<file path="src/hdl/assert_macros.svh">
// Assertion macros shared by the scanner RTL.
`ifndef ASSERT_MACROS_SVH
`define ASSERT_MACROS_SVH

// Concurrent assertion that is switched off while reset is high.
`define ASSERT_CLK(lbl, clk, rst, prop, msg) \
  lbl: assert property (@(posedge clk) disable iff (rst) prop) else $error(msg);

// Concurrent assertion that is also checked during reset.
`define ASSERT_CLK_ALWAYS(lbl, clk, prop, msg) \
  lbl: assert property (@(posedge clk) prop) else $error(msg);

`endif

</file>
<file path="src/hdl/jpss_pkg.sv">
// Shared types and constants for the JSON path segment scanner.
package jpss_pkg;

  localparam int INDEX_BITS = 32;

  typedef logic [INDEX_BITS-1:0] index_t;
  typedef logic [INDEX_BITS+3:0] index_wide_t;

  localparam logic [3:0] ERR_NONE          = 4'd0;
  localparam logic [3:0] ERR_DOT_AT_END    = 4'd1;
  localparam logic [3:0] ERR_BAD_AFTER_DOT = 4'd2;
  localparam logic [3:0] ERR_OPEN_QUOTE    = 4'd3;
  localparam logic [3:0] ERR_EMPTY_QUOTE   = 4'd4;
  localparam logic [3:0] ERR_BRACKET_END   = 4'd5;
  localparam logic [3:0] ERR_NOT_DIGIT     = 4'd6;
  localparam logic [3:0] ERR_OVERFLOW      = 4'd7;
  localparam logic [3:0] ERR_NO_CLOSE      = 4'd8;
  localparam logic [3:0] ERR_LEADING_ZERO  = 4'd9;
  localparam logic [3:0] ERR_BAD_START     = 4'd10;

  typedef struct packed {
    logic [7:0] path_byte;
    logic       last_byte;
  } in_beat_t;

  typedef struct packed {
    logic        key_byte_valid;
    logic [7:0]  key_byte;
    logic        segment_end;
    logic        segment_kind;
    logic [31:0] index_value;
    logic [15:0] segment_count;
    logic        error_flag;
    logic [3:0]  error_code;
    logic        path_done;
    logic        path_ok;
  } out_beat_t;

  // Control from the pipeline to the scanner for one character.
  typedef struct packed {
    logic     step;
    in_beat_t beat;
  } scan_req_t;

endpackage

</file>
<file path="src/hdl/jpss_scan.sv">
// Path parsing state machine: one character per step, result computed combinationally.
`include "assert_macros.svh"

module jpss_scan
  import jpss_pkg::*;
(
  input  logic      clk,
  input  logic      rst,
  input  scan_req_t req,
  output out_beat_t result
);

  typedef enum logic [3:0] {
    PH_START,
    PH_DOT,
    PH_KEY,
    PH_QFIRST,
    PH_QUOTE,
    PH_BRACKET,
    PH_INDEX
  } phase_t;

  localparam logic [7:0] CH_DOT     = 8'h2E;
  localparam logic [7:0] CH_LBRACK  = 8'h5B;
  localparam logic [7:0] CH_RBRACK  = 8'h5D;
  localparam logic [7:0] CH_QUOTE   = 8'h22;
  localparam logic [7:0] CH_UNDER   = 8'h5F;
  localparam logic [7:0] CH_MINUS   = 8'h2D;
  localparam logic [7:0] CH_ZERO    = 8'h30;
  localparam logic [7:0] CH_NINE    = 8'h39;
  localparam logic [15:0] SEG_MAX   = 16'hFFFF;

  phase_t      phase, phase_next;
  index_t      acc, acc_next;
  logic [15:0] seg, seg_next;
  logic [3:0]  err, err_next;

  logic [7:0]  c;
  logic        last;
  logic        is_alpha, is_digit, is_key_char;
  logic [3:0]  digit;
  index_wide_t acc_times_ten;
  logic        kv, se, kind;
  logic [31:0] iv;

  assign c    = req.beat.path_byte;
  assign last = req.beat.last_byte;

  assign is_alpha    = (c >= 8'h61 && c <= 8'h7A) || (c >= 8'h41 && c <= 8'h5A);
  assign is_digit    = (c >= CH_ZERO) && (c <= CH_NINE);
  assign is_key_char = is_alpha || is_digit || c == CH_UNDER || c == CH_MINUS;
  assign digit       = 4'(c - CH_ZERO);

  // acc*10 + digit, four spare bits catch overflow past INDEX_BITS.
  assign acc_times_ten = (index_wide_t'(acc) << 3) + (index_wide_t'(acc) << 1)
                         + index_wide_t'(digit);

  always_comb begin
    phase_next = phase;
    acc_next   = acc;
    err_next   = err;
    kv         = 1'b0;
    se         = 1'b0;
    kind       = 1'b0;
    iv         = '0;

    if (err == ERR_NONE) begin
      case (phase)
        PH_KEY: begin
          if (is_key_char) begin
            kv = 1'b1;
          end else begin
            se = 1'b1;
            // A terminating dot or bracket opens the next segment; any other character is an error.
            if (c == CH_DOT) begin
              phase_next = PH_DOT;
            end else if (c == CH_LBRACK) begin
              phase_next = PH_BRACKET;
            end else begin
              phase_next = PH_START;
              err_next   = ERR_BAD_START;
            end
          end
        end
        PH_DOT: begin
          if (c == CH_QUOTE) begin
            phase_next = PH_QFIRST;
          end else if (is_alpha || c == CH_UNDER) begin
            kv         = 1'b1;
            phase_next = PH_KEY;
          end else begin
            err_next = ERR_BAD_AFTER_DOT;
          end
        end
        PH_QFIRST: begin
          if (c == CH_QUOTE) begin
            err_next = ERR_EMPTY_QUOTE;
          end else begin
            kv         = 1'b1;
            phase_next = PH_QUOTE;
          end
        end
        PH_QUOTE: begin
          if (c == CH_QUOTE) begin
            se         = 1'b1;
            phase_next = PH_START;
          end else begin
            kv = 1'b1;
          end
        end
        PH_BRACKET: begin
          if (is_digit) begin
            acc_next   = index_t'(digit);
            phase_next = PH_INDEX;
          end else begin
            err_next = ERR_NOT_DIGIT;
          end
        end
        PH_INDEX: begin
          if (is_digit) begin
            if (acc == '0) begin
              err_next = ERR_LEADING_ZERO;
            end else if (acc_times_ten[INDEX_BITS+3:INDEX_BITS] != 4'd0) begin
              err_next = ERR_OVERFLOW;
            end else begin
              acc_next = acc_times_ten[INDEX_BITS-1:0];
            end
          end else if (c == CH_RBRACK) begin
            se         = 1'b1;
            kind       = 1'b1;
            iv         = 32'(acc);
            acc_next   = '0;
            phase_next = PH_START;
          end else begin
            err_next = ERR_NO_CLOSE;
          end
        end
        default: begin
          if (c == CH_DOT) begin
            phase_next = PH_DOT;
          end else if (c == CH_LBRACK) begin
            phase_next = PH_BRACKET;
          end else begin
            phase_next = PH_START;
            err_next   = ERR_BAD_START;
          end
        end
      endcase

      // The final character closes a pending bare key or flags an open segment.
      if (last && err_next == ERR_NONE) begin
        case (phase_next)
          PH_KEY:     se       = 1'b1;
          PH_DOT:     err_next = ERR_DOT_AT_END;
          PH_QFIRST:  err_next = ERR_OPEN_QUOTE;
          PH_QUOTE:   err_next = ERR_OPEN_QUOTE;
          PH_BRACKET: err_next = ERR_BRACKET_END;
          PH_INDEX:   err_next = ERR_NO_CLOSE;
          default:    err_next = ERR_NONE;
        endcase
      end
    end

    seg_next = (se && seg != SEG_MAX) ? seg + 16'd1 : seg;

    result.key_byte_valid = kv;
    result.key_byte       = kv ? c : 8'd0;
    result.segment_end    = se;
    result.segment_kind   = kind;
    result.index_value    = iv;
    result.segment_count  = seg_next;
    result.error_flag     = (err_next != ERR_NONE);
    result.error_code     = err_next;
    result.path_done      = last;
    result.path_ok        = last && err_next == ERR_NONE && seg_next != 16'd0;
  end

  always_ff @(posedge clk) begin
    if (rst) begin
      phase <= PH_START;
      acc   <= '0;
      seg   <= '0;
      err   <= ERR_NONE;
    end else if (req.step) begin
      if (last) begin
        phase <= PH_START;
        acc   <= '0;
        seg   <= '0;
        err   <= ERR_NONE;
      end else begin
        phase <= phase_next;
        acc   <= acc_next;
        seg   <= seg_next;
        err   <= err_next;
      end
    end
  end

  `ASSERT_CLK(a_restart_after_last, clk, rst, req.step && last |=> phase == PH_START && acc == '0 && seg == 16'd0 && err == ERR_NONE, "scanner state not cleared after final character")
  `ASSERT_CLK(a_error_sticky, clk, rst, req.step && !last && err != ERR_NONE |=> err == $past(err) && seg == $past(seg), "held error or count changed after an error")
  `ASSERT_CLK(a_count_monotonic, clk, rst, req.step && !last |=> seg >= $past(seg), "segment count went down within a path")

endmodule

</file>
<file path="src/hdl/json_path_segment_scanner_core.sv">
// Top level: input register, path scanner and result register with valid/ready handshakes.
// A beat accepted into the input register passes through the scanner into the result register, out_beat.
// Throughput: one beat per cycle while results are taken; the scanner state updates once per character.
// A waiting result holds the scanner, and the input register then takes one beat if empty.
// Reset (rst, synchronous, active high) empties both stages and returns the scanner
// to the start of a path with no segments and no error.
`include "assert_macros.svh"

module json_path_segment_scanner_core
  import jpss_pkg::*;
(
  input  logic      clk,
  input  logic      rst,
  input  logic      in_valid,
  output logic      in_ready,
  input  in_beat_t  in_beat,
  output logic      out_valid,
  input  logic      out_ready,
  output out_beat_t out_beat
);

  logic      held_valid;
  in_beat_t  held_beat;
  logic      advance;
  scan_req_t req;
  out_beat_t scan_result;

  // A held character moves into the result register whenever that register can take it.
  assign advance  = held_valid && (!out_valid || out_ready);
  assign in_ready = !held_valid || advance;

  assign req.step = advance;
  assign req.beat = held_beat;

  jpss_scan u_scan (
    .clk    (clk),
    .rst    (rst),
    .req    (req),
    .result (scan_result)
  );

  always_ff @(posedge clk) begin
    if (rst) begin
      held_valid <= 1'b0;
      out_valid  <= 1'b0;
    end else begin
      if (in_ready) begin
        held_valid <= in_valid;
      end
      if (advance) begin
        out_valid <= 1'b1;
      end else if (out_ready) begin
        out_valid <= 1'b0;
      end
    end
  end

  always_ff @(posedge clk) begin
    if (in_valid && in_ready) begin
      held_beat <= in_beat;
    end
    if (advance) begin
      out_beat <= scan_result;
    end
  end

  `ASSERT_CLK_ALWAYS(a_reset_empties, clk, rst |=> !out_valid && !held_valid, "pipeline not empty after reset")
  `ASSERT_CLK(a_advance_fills_output, clk, rst, advance |=> out_valid, "result register empty after a character advanced")
  `ASSERT_CLK(a_empty_stage_ready, clk, rst, !held_valid |-> in_ready, "input stage empty but not ready")

endmodule
</file>
<file path="config.mk">
export PLATFORM = sky130hd
export DESIGN_NAME = json_path_segment_scanner_core
export DESIGN_NICKNAME = d
export VERILOG_FILES = /design/src/hdl/jpss_pkg.sv /design/src/hdl/jpss_scan.sv /design/src/hdl/json_path_segment_scanner_core.sv
export VERILOG_INCLUDE_DIRS = /design/src /design/src/hdl
export SDC_FILE = /design/constraint.sdc
export NUM_CORES = 1
export LEC_CHECK = 0
export ABC_AREA = 1
export BUFFER_PORTS_ARGS = -buffer_cell sky130_fd_sc_hd__buf_2
export CORE_UTILIZATION = 49
export CTS_CLUSTER_SIZE = 25
export DETAILED_ROUTE_END_ITERATION = 8
export PLACE_DENSITY = 0.68
export SYNTH_ARGS = -nofsm -noshare
export SYNTH_HDL_FRONTEND = slang
export SYNTH_SLANG_ARGS = --single-unit
</file>
<file path="constraint.sdc">
create_clock -name clk -period 5 [get_ports clk]
set_input_delay 0.5 -clock clk [delete_from_list [all_inputs] [get_ports clk]]
set_output_delay 0.5 -clock clk [all_outputs]
set_load 0.01 [all_outputs]
</file>
==> results of run 1 <==
==> per-stage QoR <==
stage | area (um^2) | hold slack (ns) | util, %
after detailed placement | 9330 | 0.4607 | 53.94
after floorplan | 8695 | 0.4381 | -
final | 9960 | 0.2485 | 57.58
after global routing | 9960 | 0.2409 | 57.58
after global placement | 9330 | 0.4507 | 53.94
after CTS | 9960 | 0.2355 | 57.58
==> flip-flops by register name (all words and copies together) (netlist names) <==
| name | flops |
|---|---|
| held_beat | 9 |
| held_valid | 1 |
| u_scan.err | 4 |
| u_scan.seg | 16 |
| u_scan.acc | 32 |
| u_scan.phase | 4 |
| out_valid | 1 |
| out_beat | 66 |
==> cell usage after synthesis (all sizes together) <==
cell    count  share of area, %
a211oi      3              0.26
a21o        1             0.086
a21oi      91               5.3
a221oi      3              0.30
a31oi       7              0.50
and2        2              0.14
and3        3              0.22
buf         6              0.45
clkbuf     18              0.78
clkinv      1             0.043
dfxtp      58                13
edfxtp     75                26
fa          2              0.46
ha         64               9.2
inv       155               6.7
nand2     360                16
nand3      42               2.6
nand3b      1             0.086
nand4      20               1.5
nor2      133               6.0
nor3       19               1.2
nor3b       3              0.43
nor4       12               1.1
o211a       1              0.12
o211ai      3              0.26
o21a        2              0.17
o21ai      17              0.98
o21bai      7              0.60
o22ai       5              0.36
o31ai       1             0.086
or2         2              0.14
xnor2      17               1.7
xor2       24               2.4
==> metal layers <==
layer | up-vias | GRT usage, %
met5 | - | 0
met4 | 0 | 8.864
met3 | 41 | 4.227
met2 | 171 | 41.57
met1 | 3559 | 30.61
li1 | 3949 | -
==> final timing paths <==
check | end | startpoint | depth (start not counted)
setup / recovery | out_beat[0] | held_beat[4] | 28
hold / removal | held_beat[8] | in_beat[8] | 1
setup reg to reg | out_beat[0] | held_beat[4] | 28
hold reg to reg | u_scan.phase[3] | u_scan.phase[3] | 2
==> logic make-up (layout without fill, tap and decap cells) <==
logic type	Yosys count	in the layout	share of synthesized area, %
buffers and inverters	180	276	7.958
XOR/XNOR	41	41	4.130
adder cells (fa/ha/maj)	66	66	9.670
AND/OR/NAND/NOR	597	597	29.93
AO/OA/AOI/OAI	141	141	9.052
flip-flops	133	133	39.26
==> power breakdown <==
part	switching [uW]	internal [uW]
logic	102	45.1
clock network	510	841
registers	15.2	1190
==> cell type report <==
cell class,instances,share of cell area (%)
Timing Repair Buffer,88,4.623
Clock buffer,18,4.309
Multi-Input combinational cell,845,46.08
Inverter,156,5.879
Clock inverter,14,2.010
Sequential cell,133,34.27
Tap cell,225,2.827
==> layout by cell type, fill, tap and decap left out, types with 3 or more instances in the layout <==
cell       netlist  layout
nor3b_2          3       3
ha_1            64      64
buf_4            1       8
nand3_1         40      40
edfxtp_1        75      75
xnor2_1         17      17
nor2_1         127     127
o22ai_1          5       5
nor3_1          17      17
o211ai_1         3       3
a21oi_1         89      89
o21bai_1         7       7
nand2_1        331     331
buf_2            4      80
clkbuf_16        0      17
nand4_1         19      19
o21ai_1          5       5
xor2_1          24      24
nand2_2         27      27
nor2_2           5       5
bufinv_16        0       4
clkinv_4         0       3
inv_2            9      10
dfxtp_1         58      58
a221oi_1         3       3
a31oi_1          7       7
o21ai_0         12      12
nor4_1          10      10
and3_1           3       3
inv_1          146     145
a211oi_1         3       3
==> results.py, run 1 <==
metrics = {
    "run_status": {
        "run_status": "finished, final reports clean",
    },
    "drt": {
        "wl_per_cell_um": 14.06,
        "dr.pass1.iters": 5,
        "routed.top_layer": "met4",
        "wl_um": 20800,
        "met1_length_um": 9679,
        "wl_met3_um": 765,
        "postRouteAntennaNets": 0,
        "drc": 0,
        "wl_met2_um": 9881,
        "vias_per_cell": 5.220,
        "drtIter0Drc": 491,
        "vias": 7720,
    },
    "power": {
        "p_total_uw": 2700,
        "power.density_mw_per_mm2": 271.1,
        "leakage_uw": 0.004592,
        "ir_drop_mv": 0.2255,
    },
    "finish": {
        "regArea_mm2": 0.003413,
        "area_growth_pct": 14.55,
        "fillCellCount": 1609,
        "antennaDiodeCount": 0,
        "layout.nets": 1320,
        "multi_input_area_mm2": 0.004589,
        "layout-drive-gt1-share_pct": 14.11,
        "layout.cells.non_filler": 1479,
    },
    "setup_path": {
        "cp.arrival_ns": 4.45,
        "critPathRequiredTime_ns": 5.18,
        "crit_path_start_kind": "flip-flop",
        "crit_fanout": 17,
        "cp_slowest_cell": "fa_1",
        "max_stage_delay_ns": 0.60,
        "crit_family": "simple AND/OR/NAND/NOR gates",
        "regToRegSetupSlack_ns": 0.73,
        "crit_top_cell": "nand2_1",
        "worst-path-buf-inv": 2,
        "end_kind": "flip-flop",
        "crit_type": "flip-flop to flip-flop",
    },
    "sta": {
        "fin_ws_ns": 0.7278,
        "worst_slew_pin_slew_ns": 1.108,
        "max_freq_mhz": 234.1,
        "finalCritPeriodShare_pct": 85.44,
        "fin_crit_ns": 4.272,
        "fin_skew_ns": 0.01012,
        "rsz0062_at_grt": "no",
        "finalSetupTns_ns": 0,
        "drv_slew": 0,
        "finalSetupViolCount": 0,
        "hold_viol": 0,
        "relSlewSlack_pct": 26.15,
    },
    "floorplanning": {
        "die_w_um": 135.2,
        "die_y_um": 135.2,
        "initial_core_util_pct": 50.27,
        "die-area_mm2": 0.01828,
        "rows": 48,
        "boundaryPins": 81,
        "core_mm2": 0.01730,
    },
    "global_route": {
        "grt_max_degree": 57,
        "grt_pass1_wl_um": 35160,
        "grt_util_all_layers_pct": 24.30,
        "overflow": 0,
        "antenna_found_initial": 0,
        "grt_pass1_vias": 7433,
    },
    "placed_design": {
        "portBuffers": 80,
        "dp_slack_ns": 0.7589,
        "place.gp.congestion": 0.9263,
        "hpwl_um": 15320,
        "dpl.cell_count": 1447,
    },
    "hold_path": {
        "hold_path_class": "input port to flip-flop",
    },
    "clock_tree": {
        "clk_pin_slew_ns": 0.06,
        "postCtsHoldBufs": 0,
        "cts_tree": "yes",
        "clock_latency_ns": 0.43,
        "post-cts-setup-buffers": 0,
        "cts_buffers": 17,
        "cts.path.max_buffers": 2,
        "cts.sinks": 133,
        "ctsHtreeMaxLevel": 4,
        "root_buffer": "clkbuf_16",
        "cts_resized": 0,
    },
    "yosys": {
        "yosysUniqueCellTypes": 49,
        "netlist_instances": 1158,
        "synth_warnings": 0,
        "synth.ff_latch_count": 133,
        "netlist_area_mm2": 0.008695,
        "postSynthNetCount": 1237,
        "synth_area_per_cell_um2": 7.508,
        "ys_seq_area_share_pct": 39.26,
    },
    "flow_run": {
        "drv_cap": 0,
    },
}
Note: power is estimated with default switching activity, not from simulation.
==> inputs of run 2 (changes only) <==
--- a/config.mk
+++ b/config.mk
@@ -9,6 +9,7 @@
 export ABC_AREA = 1
 export BUFFER_PORTS_ARGS = -buffer_cell sky130_fd_sc_hd__buf_2
 export CORE_UTILIZATION = 49
+export CTS_BUF_LIST = sky130_fd_sc_hd__clkbuf_8
 export CTS_CLUSTER_SIZE = 25
 export DETAILED_ROUTE_END_ITERATION = 8
 export PLACE_DENSITY = 0.68
==> run 2 against run 1 <==
- clock power is 25% lower
- first-iteration DRC count increased by 1.8%
- register-to-register slack about the same
- routed wire length fell by 1.7%
- count of clock-buffer cells in the layout is 1 lower
- sequential cell count unchanged
- critical path type unchanged
- largest cell class unchanged
==> results.py, run 2 (synthesis results as in run 1) <==
metrics = {
    "power": {
        "power.density_mw_per_mm2": 240.9,
        "leakage_uw": 0.004509,
        "ir_drop_mv": 0.1371,
    },
    "sta": {
        "finalSetupViolCount": 0,
        "max_freq_mhz": 233.9,
        "fin_skew_ns": 0.01521,
        "drv_slew": 0,
        "relSlewSlack_pct": 26.60,
        "finalCritPeriodShare_pct": 85.52,
        "rsz0062_at_grt": "no",
        "fin_crit_ns": 4.276,
        "finalSetupTns_ns": 0,
        "hold_viol": 0,
        "worst_slew_pin_slew_ns": 1.101,
    },
    "finish": {
        "final_common_cell": "nand2_1",
        "layout.nets": 1320,
        "fillCellCount": 1634,
        "fin_util_pct": 56.47,
        "layout-drive-gt1-share_pct": 14.11,
        "top_register": "out_beat",
        "top_regs": "out_beat x66, u_scan.acc x32, u_scan.seg x16",
        "layout_common_cells": "nand2_1, inv_1, nor2_1",
        "antennaDiodeCount": 0,
        "largest_reg_flops": 66,
        "area_growth_pct": 12.35,
    },
    "drt": {
        "vias": 7653,
        "drtIter0Drc": 500,
        "wl_um": 20450,
        "dr.pass1.iters": 6,
        "vias_per_cell": 5.174,
        "drc": 0,
        "postRouteAntennaNets": 0,
        "wl_per_cell_um": 13.83,
    },
    "clock_tree": {
        "cts_tree": "yes",
        "cts_resized": 0,
        "post-cts-setup-buffers": 0,
        "cts_buffers": 17,
        "postCtsHoldBufs": 0,
        "cts.path.max_buffers": 2,
        "root_buffer": "clkbuf_8",
        "clk_pin_slew_ns": 0.08,
        "clock_latency_ns": 0.46,
        "ctsHtreeMaxLevel": 4,
        "cts.sinks": 133,
    },
    "hold_path": {
        "hold_depth": 1,
        "hold_path_class": "input port to flip-flop",
        "worstHoldStart": "in_beat[8]",
        "hold_end": "held_beat[8]",
    },
    "floorplanning": {
        "core_mm2": 0.01730,
        "initial_core_util_pct": 50.27,
        "die_w_um": 135.2,
        "boundaryPins": 81,
        "die-area_mm2": 0.01828,
        "rows": 48,
        "die_y_um": 135.2,
    },
    "setup_path": {
        "r2r-start": "held_beat[4]",
        "reg2reg_to": "out_beat[0]",
        "reg2regPathDepth": 27,
        "cp.arrival_ns": 4.49,
        "crit_path_start_kind": "flip-flop",
        "critPathRequiredTime_ns": 5.21,
        "regToRegSetupSlack_ns": 0.72,
        "end_kind": "flip-flop",
        "crit_fanout": 17,
        "crit_type": "flip-flop to flip-flop",
    },
    "global_route": {
        "grt_pass1_vias": 7365,
        "antenna_found_initial": 0,
        "grt_max_degree": 57,
        "grt_pass1_wl_um": 34490,
        "grt_util_all_layers_pct": 23.79,
        "overflow": 0,
    },
    "placed_design": {
        "hpwl_um": 15320,
        "portBuffers": 80,
        "place.gp.congestion": 0.9263,
    },
    "run_status": {
        "run_status": "finished, final reports clean",
    },
    "flow_run": {
        "drv_cap": 0,
    },
}
-- run 2: changes by cell type in the layout (fill, tap and decap cells not counted), sizes merged --
cell and delta:
inv +1, clkbuf -1
-- run 2: worst max path at each step --
stage	from	to	slack, ns	depth (start not counted)
5_1_grt	held_beat[4]	out_beat[0]	0.28	29
6_report	held_beat[4]	out_beat[0]	0.72	27
4_1_cts	held_beat[4]	out_beat[0]	0.75	29
3_5_place_dp	held_beat[4]	out_beat[0]	0.76	29
2_1_floorplan	held_beat[4]	out_beat[0]	1.27	30
3_3_place_gp	held_beat[4]	out_beat[0]	0.84	29
-- run 2: power breakdown --
group          switching, uW  internal, uW  leakage, uW
sequential              15.1          1190      0.00115
clock                    458           548     0.000220
combinational            101          45.1      0.00314
total                    575          1780      0.00451
-- run 2: cell type report --
class | count | area [um^2] | area share (%)
Sequential cell | 133 | 3413 | 34.94
Timing Repair Buffer | 88 | 460.4 | 4.714
Multi-Input combinational cell | 845 | 4589 | 46.98
Clock buffer | 17 | 234.0 | 2.395
Tap cell | 225 | 281.5 | 2.882
Inverter | 156 | 585.6 | 5.995
Clock inverter | 15 | 203.9 | 2.088
-- run 2: worst max-delay path, cell delays in order, from the launching register on --
cell	delay, ns
edfxtp_1	0.44
inv_2	0.15
fa_1	0.45
fa_1	0.43
inv_1	0.07
nand2_1	0.06
nand2_1	0.09
nand3_1	0.08
nand2_1	0.13
nand2_1	0.08
nand2_2	0.11
nand2_2	0.07
nand3_1	0.07
nand2_1	0.06
nor2_1	0.16
nand3_1	0.11
nand3_1	0.09
nand3_1	0.11
nor2_2	0.14
nand4_2	0.11
nand2_4	0.19
nand3_4	0.23
nand2_1	0.13
nand2_1	0.09
nor2_1	0.11
nand2_1	0.05
nor2_1	0.16
a21oi_1	0.08
-- run 2: per-stage QoR --
stage	total power, uW	cells	worst slack (ns)	area (um^2)	hold slack (ns)
3_3_place_gp	1372	1447	0.8395	9330	0.4507
4_1_cts	2376	1479	0.7496	9768	0.1964
2_1_floorplan	1315	1158	1.269	8695	0.4381
6_report	2353	1479	0.7242	9768	0.2205
3_5_place_dp	1373	1447	0.7589	9330	0.4607
5_1_grt	2437	1479	0.2773	9768	0.1967
-- run 2: routing by layer --
| metal | routed length, um | vias to the layer above | global-route usage, % | share of wire [%] |
|---|---|---|---|---|
| met2 | 9744 | 181 | 40.85 | 48 |
| met5 | 0 | - | 0 | 0 |
| met3 | 794 | 26 | 4.115 | 3.9 |
| met4 | 310 | 0 | 6.991 | 1.5 |
| li1 | - | 3948 | - | - |
| met1 | 9599 | 3498 | 30.49 | 47 |
==> inputs of run 3 (changes only) <==
--- a/config.mk
+++ b/config.mk
@@ -8,6 +8,7 @@
 export LEC_CHECK = 0
 export ABC_AREA = 1
 export BUFFER_PORTS_ARGS = -buffer_cell sky130_fd_sc_hd__buf_2
+export CORE_MARGIN = 5
 export CORE_UTILIZATION = 49
 export CTS_BUF_LIST = sky130_fd_sc_hd__clkbuf_8
 export CTS_CLUSTER_SIZE = 25
==> constraint.sdc (replaced) <==
create_clock -name clk -period 4.4 [get_ports clk]
set_input_delay 0.44 -clock clk [delete_from_list [all_inputs] [get_ports clk]]
set_output_delay 0.44 -clock clk [all_outputs]
set_load 0.01 [all_outputs]
==> run 3 against run 2 <==
- fmax grew 3.8%
- worst hold slack lost 0.055 ns
- final cell count grew 0.88%
- power grew 8.7%
- worst setup slack lost 0.44 ns
- cell area grew 1.0%
- clock skew shrank 0.0016 ns
- critical endpoint unchanged
- largest power group unchanged
==> results.py, run 3 (synthesis results as in run 1) <==
metrics = {
    "run_status": {
        "run_status": "finished, final reports clean",
    },
    "finish": {
        "layout.nets": 1333,
        "top_register": "out_beat",
        "largest_reg_flops": 66,
        "layout-drive-gt1-share_pct": 15.63,
        "top_regs": "out_beat x66, u_scan.acc x32, u_scan.seg x16",
        "fillCellCount": 1665,
        "layout_common_cells": "nand2_1, inv_1, nor2_1",
        "area_growth_pct": 13.50,
        "final_common_cell": "nand2_1",
        "final_area_mm2": 0.009868,
        "fin_util_pct": 56.86,
        "antennaDiodeCount": 0,
    },
    "placed_design": {
        "placed_area_mm2": 0.009353,
        "dp_slack_ns": 0.07371,
        "place.gp.congestion": 0.9138,
        "portBuffers": 80,
        "hpwl_um": 16100,
    },
    "setup_path": {
        "end_kind": "flip-flop",
        "max_stage_delay_ns": 0.46,
        "cp_slowest_cell": "fa_2",
        "crit_type": "flip-flop to flip-flop",
        "crit_top_cell": "nand2_1",
        "cp.arrival_ns": 4.33,
        "crit_fanout": 6,
        "critPathRequiredTime_ns": 4.61,
        "crit_path_start_kind": "flip-flop",
    },
    "floorplanning": {
        "die_y_um": 143.2,
        "boundaryPins": 81,
        "die_w_um": 143.2,
        "rows": 48,
        "die-area_mm2": 0.02051,
        "core_mm2": 0.01736,
        "initial_core_util_pct": 50.09,
    },
    "global_route": {
        "grt_use_met1_pct": 26.80,
        "use_met3_pct": 3.985,
        "grt_util_all_layers_pct": 21.47,
        "antenna_found_initial": 0,
        "grtUsageMet2_pct": 37.27,
        "grt_max_degree": 57,
        "grt_pass1_vias": 7558,
        "grt_pass1_wl_um": 35690,
        "overflow": 0,
        "grt_busiest_layer": "met2",
    },
    "drt": {
        "dr.pass1.iters": 5,
        "drc": 0,
        "vias_per_cell": 5.196,
        "vias": 7752,
        "wl_per_cell_um": 14.50,
        "drtIter0Drc": 631,
        "postRouteAntennaNets": 0,
        "wl_um": 21630,
    },
    "clock_tree": {
        "cts.sinks": 133,
        "ctsHtreeMaxLevel": 4,
        "cts.path.max_buffers": 2,
        "root_buffer": "clkbuf_8",
        "clk_pin_slew_ns": 0.08,
        "cts_tree": "yes",
        "cts_buffers": 17,
        "clock_latency_ns": 0.46,
    },
    "sta": {
        "worst_slew_pin_slew_ns": 1.100,
        "finalCritPeriodShare_pct": 93.65,
        "fin_crit_ns": 4.121,
        "drv_slew": 0,
        "max_freq_mhz": 242.7,
        "fin_ws_ns": 0.2792,
        "relSlewSlack_pct": 26.66,
        "hold_viol": 0,
        "finalSetupViolCount": 0,
        "fin_skew_ns": 0.01361,
        "rsz0062_at_grt": "yes",
    },
    "hold_path": {
        "hold_path_class": "input port to flip-flop",
    },
    "power": {
        "ir_drop_mv": 0.1748,
        "power.density_mw_per_mm2": 259.3,
        "leakage_uw": 0.004548,
    },
    "flow_run": {
        "drv_cap": 0,
    },
}
run 3: changes by cell type in the layout (fill, tap and decap cells not counted), moves of 2 or more:
cell and delta:
buf_4 +10, clkinvlp_4 +3, nand2_2 +3, nand3_2 +3, nor2_1 -3, bufinv_16 -2, nand2_1 -2, nand3_1 -2
nor2_2 +2
run 3: per-stage QoR:
stage          power (uW)  setup TNS, ns  hold slack, ns  instances
4_1_cts              2582              0          0.1416       1482
2_1_floorplan        1494              0          0.4381       1158
5_1_grt              2666       -0.06529          0.1455       1492
6_report             2559              0          0.1653       1492
3_5_place_dp         1564              0          0.4489       1450
3_3_place_gp         1561              0          0.4484       1450
run 3: area by class of cell:
cell class	count	area, um^2	area share (%)
Inverter	156	585.6	5.934
Clock inverter	15	156.4	1.585
Multi-Input combinational cell	848	4662	47.24
Clock buffer	17	234.0	2.371
Tap cell	225	281.5	2.853
Sequential cell	133	3413	34.59
Timing Repair Buffer	98	535.5	5.427
run 3: worst paths after layout:
path,end,cells past startpoint,start,slack (ns)
max,out_beat[0],29,held_beat[4],0.28
min,held_beat[7],1,in_beat[7],0.17
max reg2reg,out_beat[0],29,held_beat[4],0.28
min reg2reg,u_scan.phase[3],2,u_scan.phase[3],0.46
run 3: critical path: cells and delay by family, from the launching register on:
family,cells,cell delay (ns)
simple gates,24,2.27
fa+ha+maj,2,0.88
flops,1,0.45
buf+inv,2,0.21
compound gates,1,0.08
run 3: routing by layer:
| metal | share of wire [%] | up-vias |
|---|---|---|
| met4 | 2.3 | 0 |
| li1 | - | 3982 |
| met1 | 44 | 3527 |
| met3 | 5.3 | 42 |
| met5 | 0 | - |
| met2 | 48 | 201 |
run 3: power breakdown:
group / switching, uW / internal [uW]
clock network: 517 / 505
logic: 119 / 53.8
registers: 17.6 / 1350
run 3: what timing repair did:
action | in CTS | in global routing
gates resized for setup | 0 | 12
endpoints found under the setup margin | 0 | 21
hold buffers | 0 | 0
buffers inserted | 0 | 7
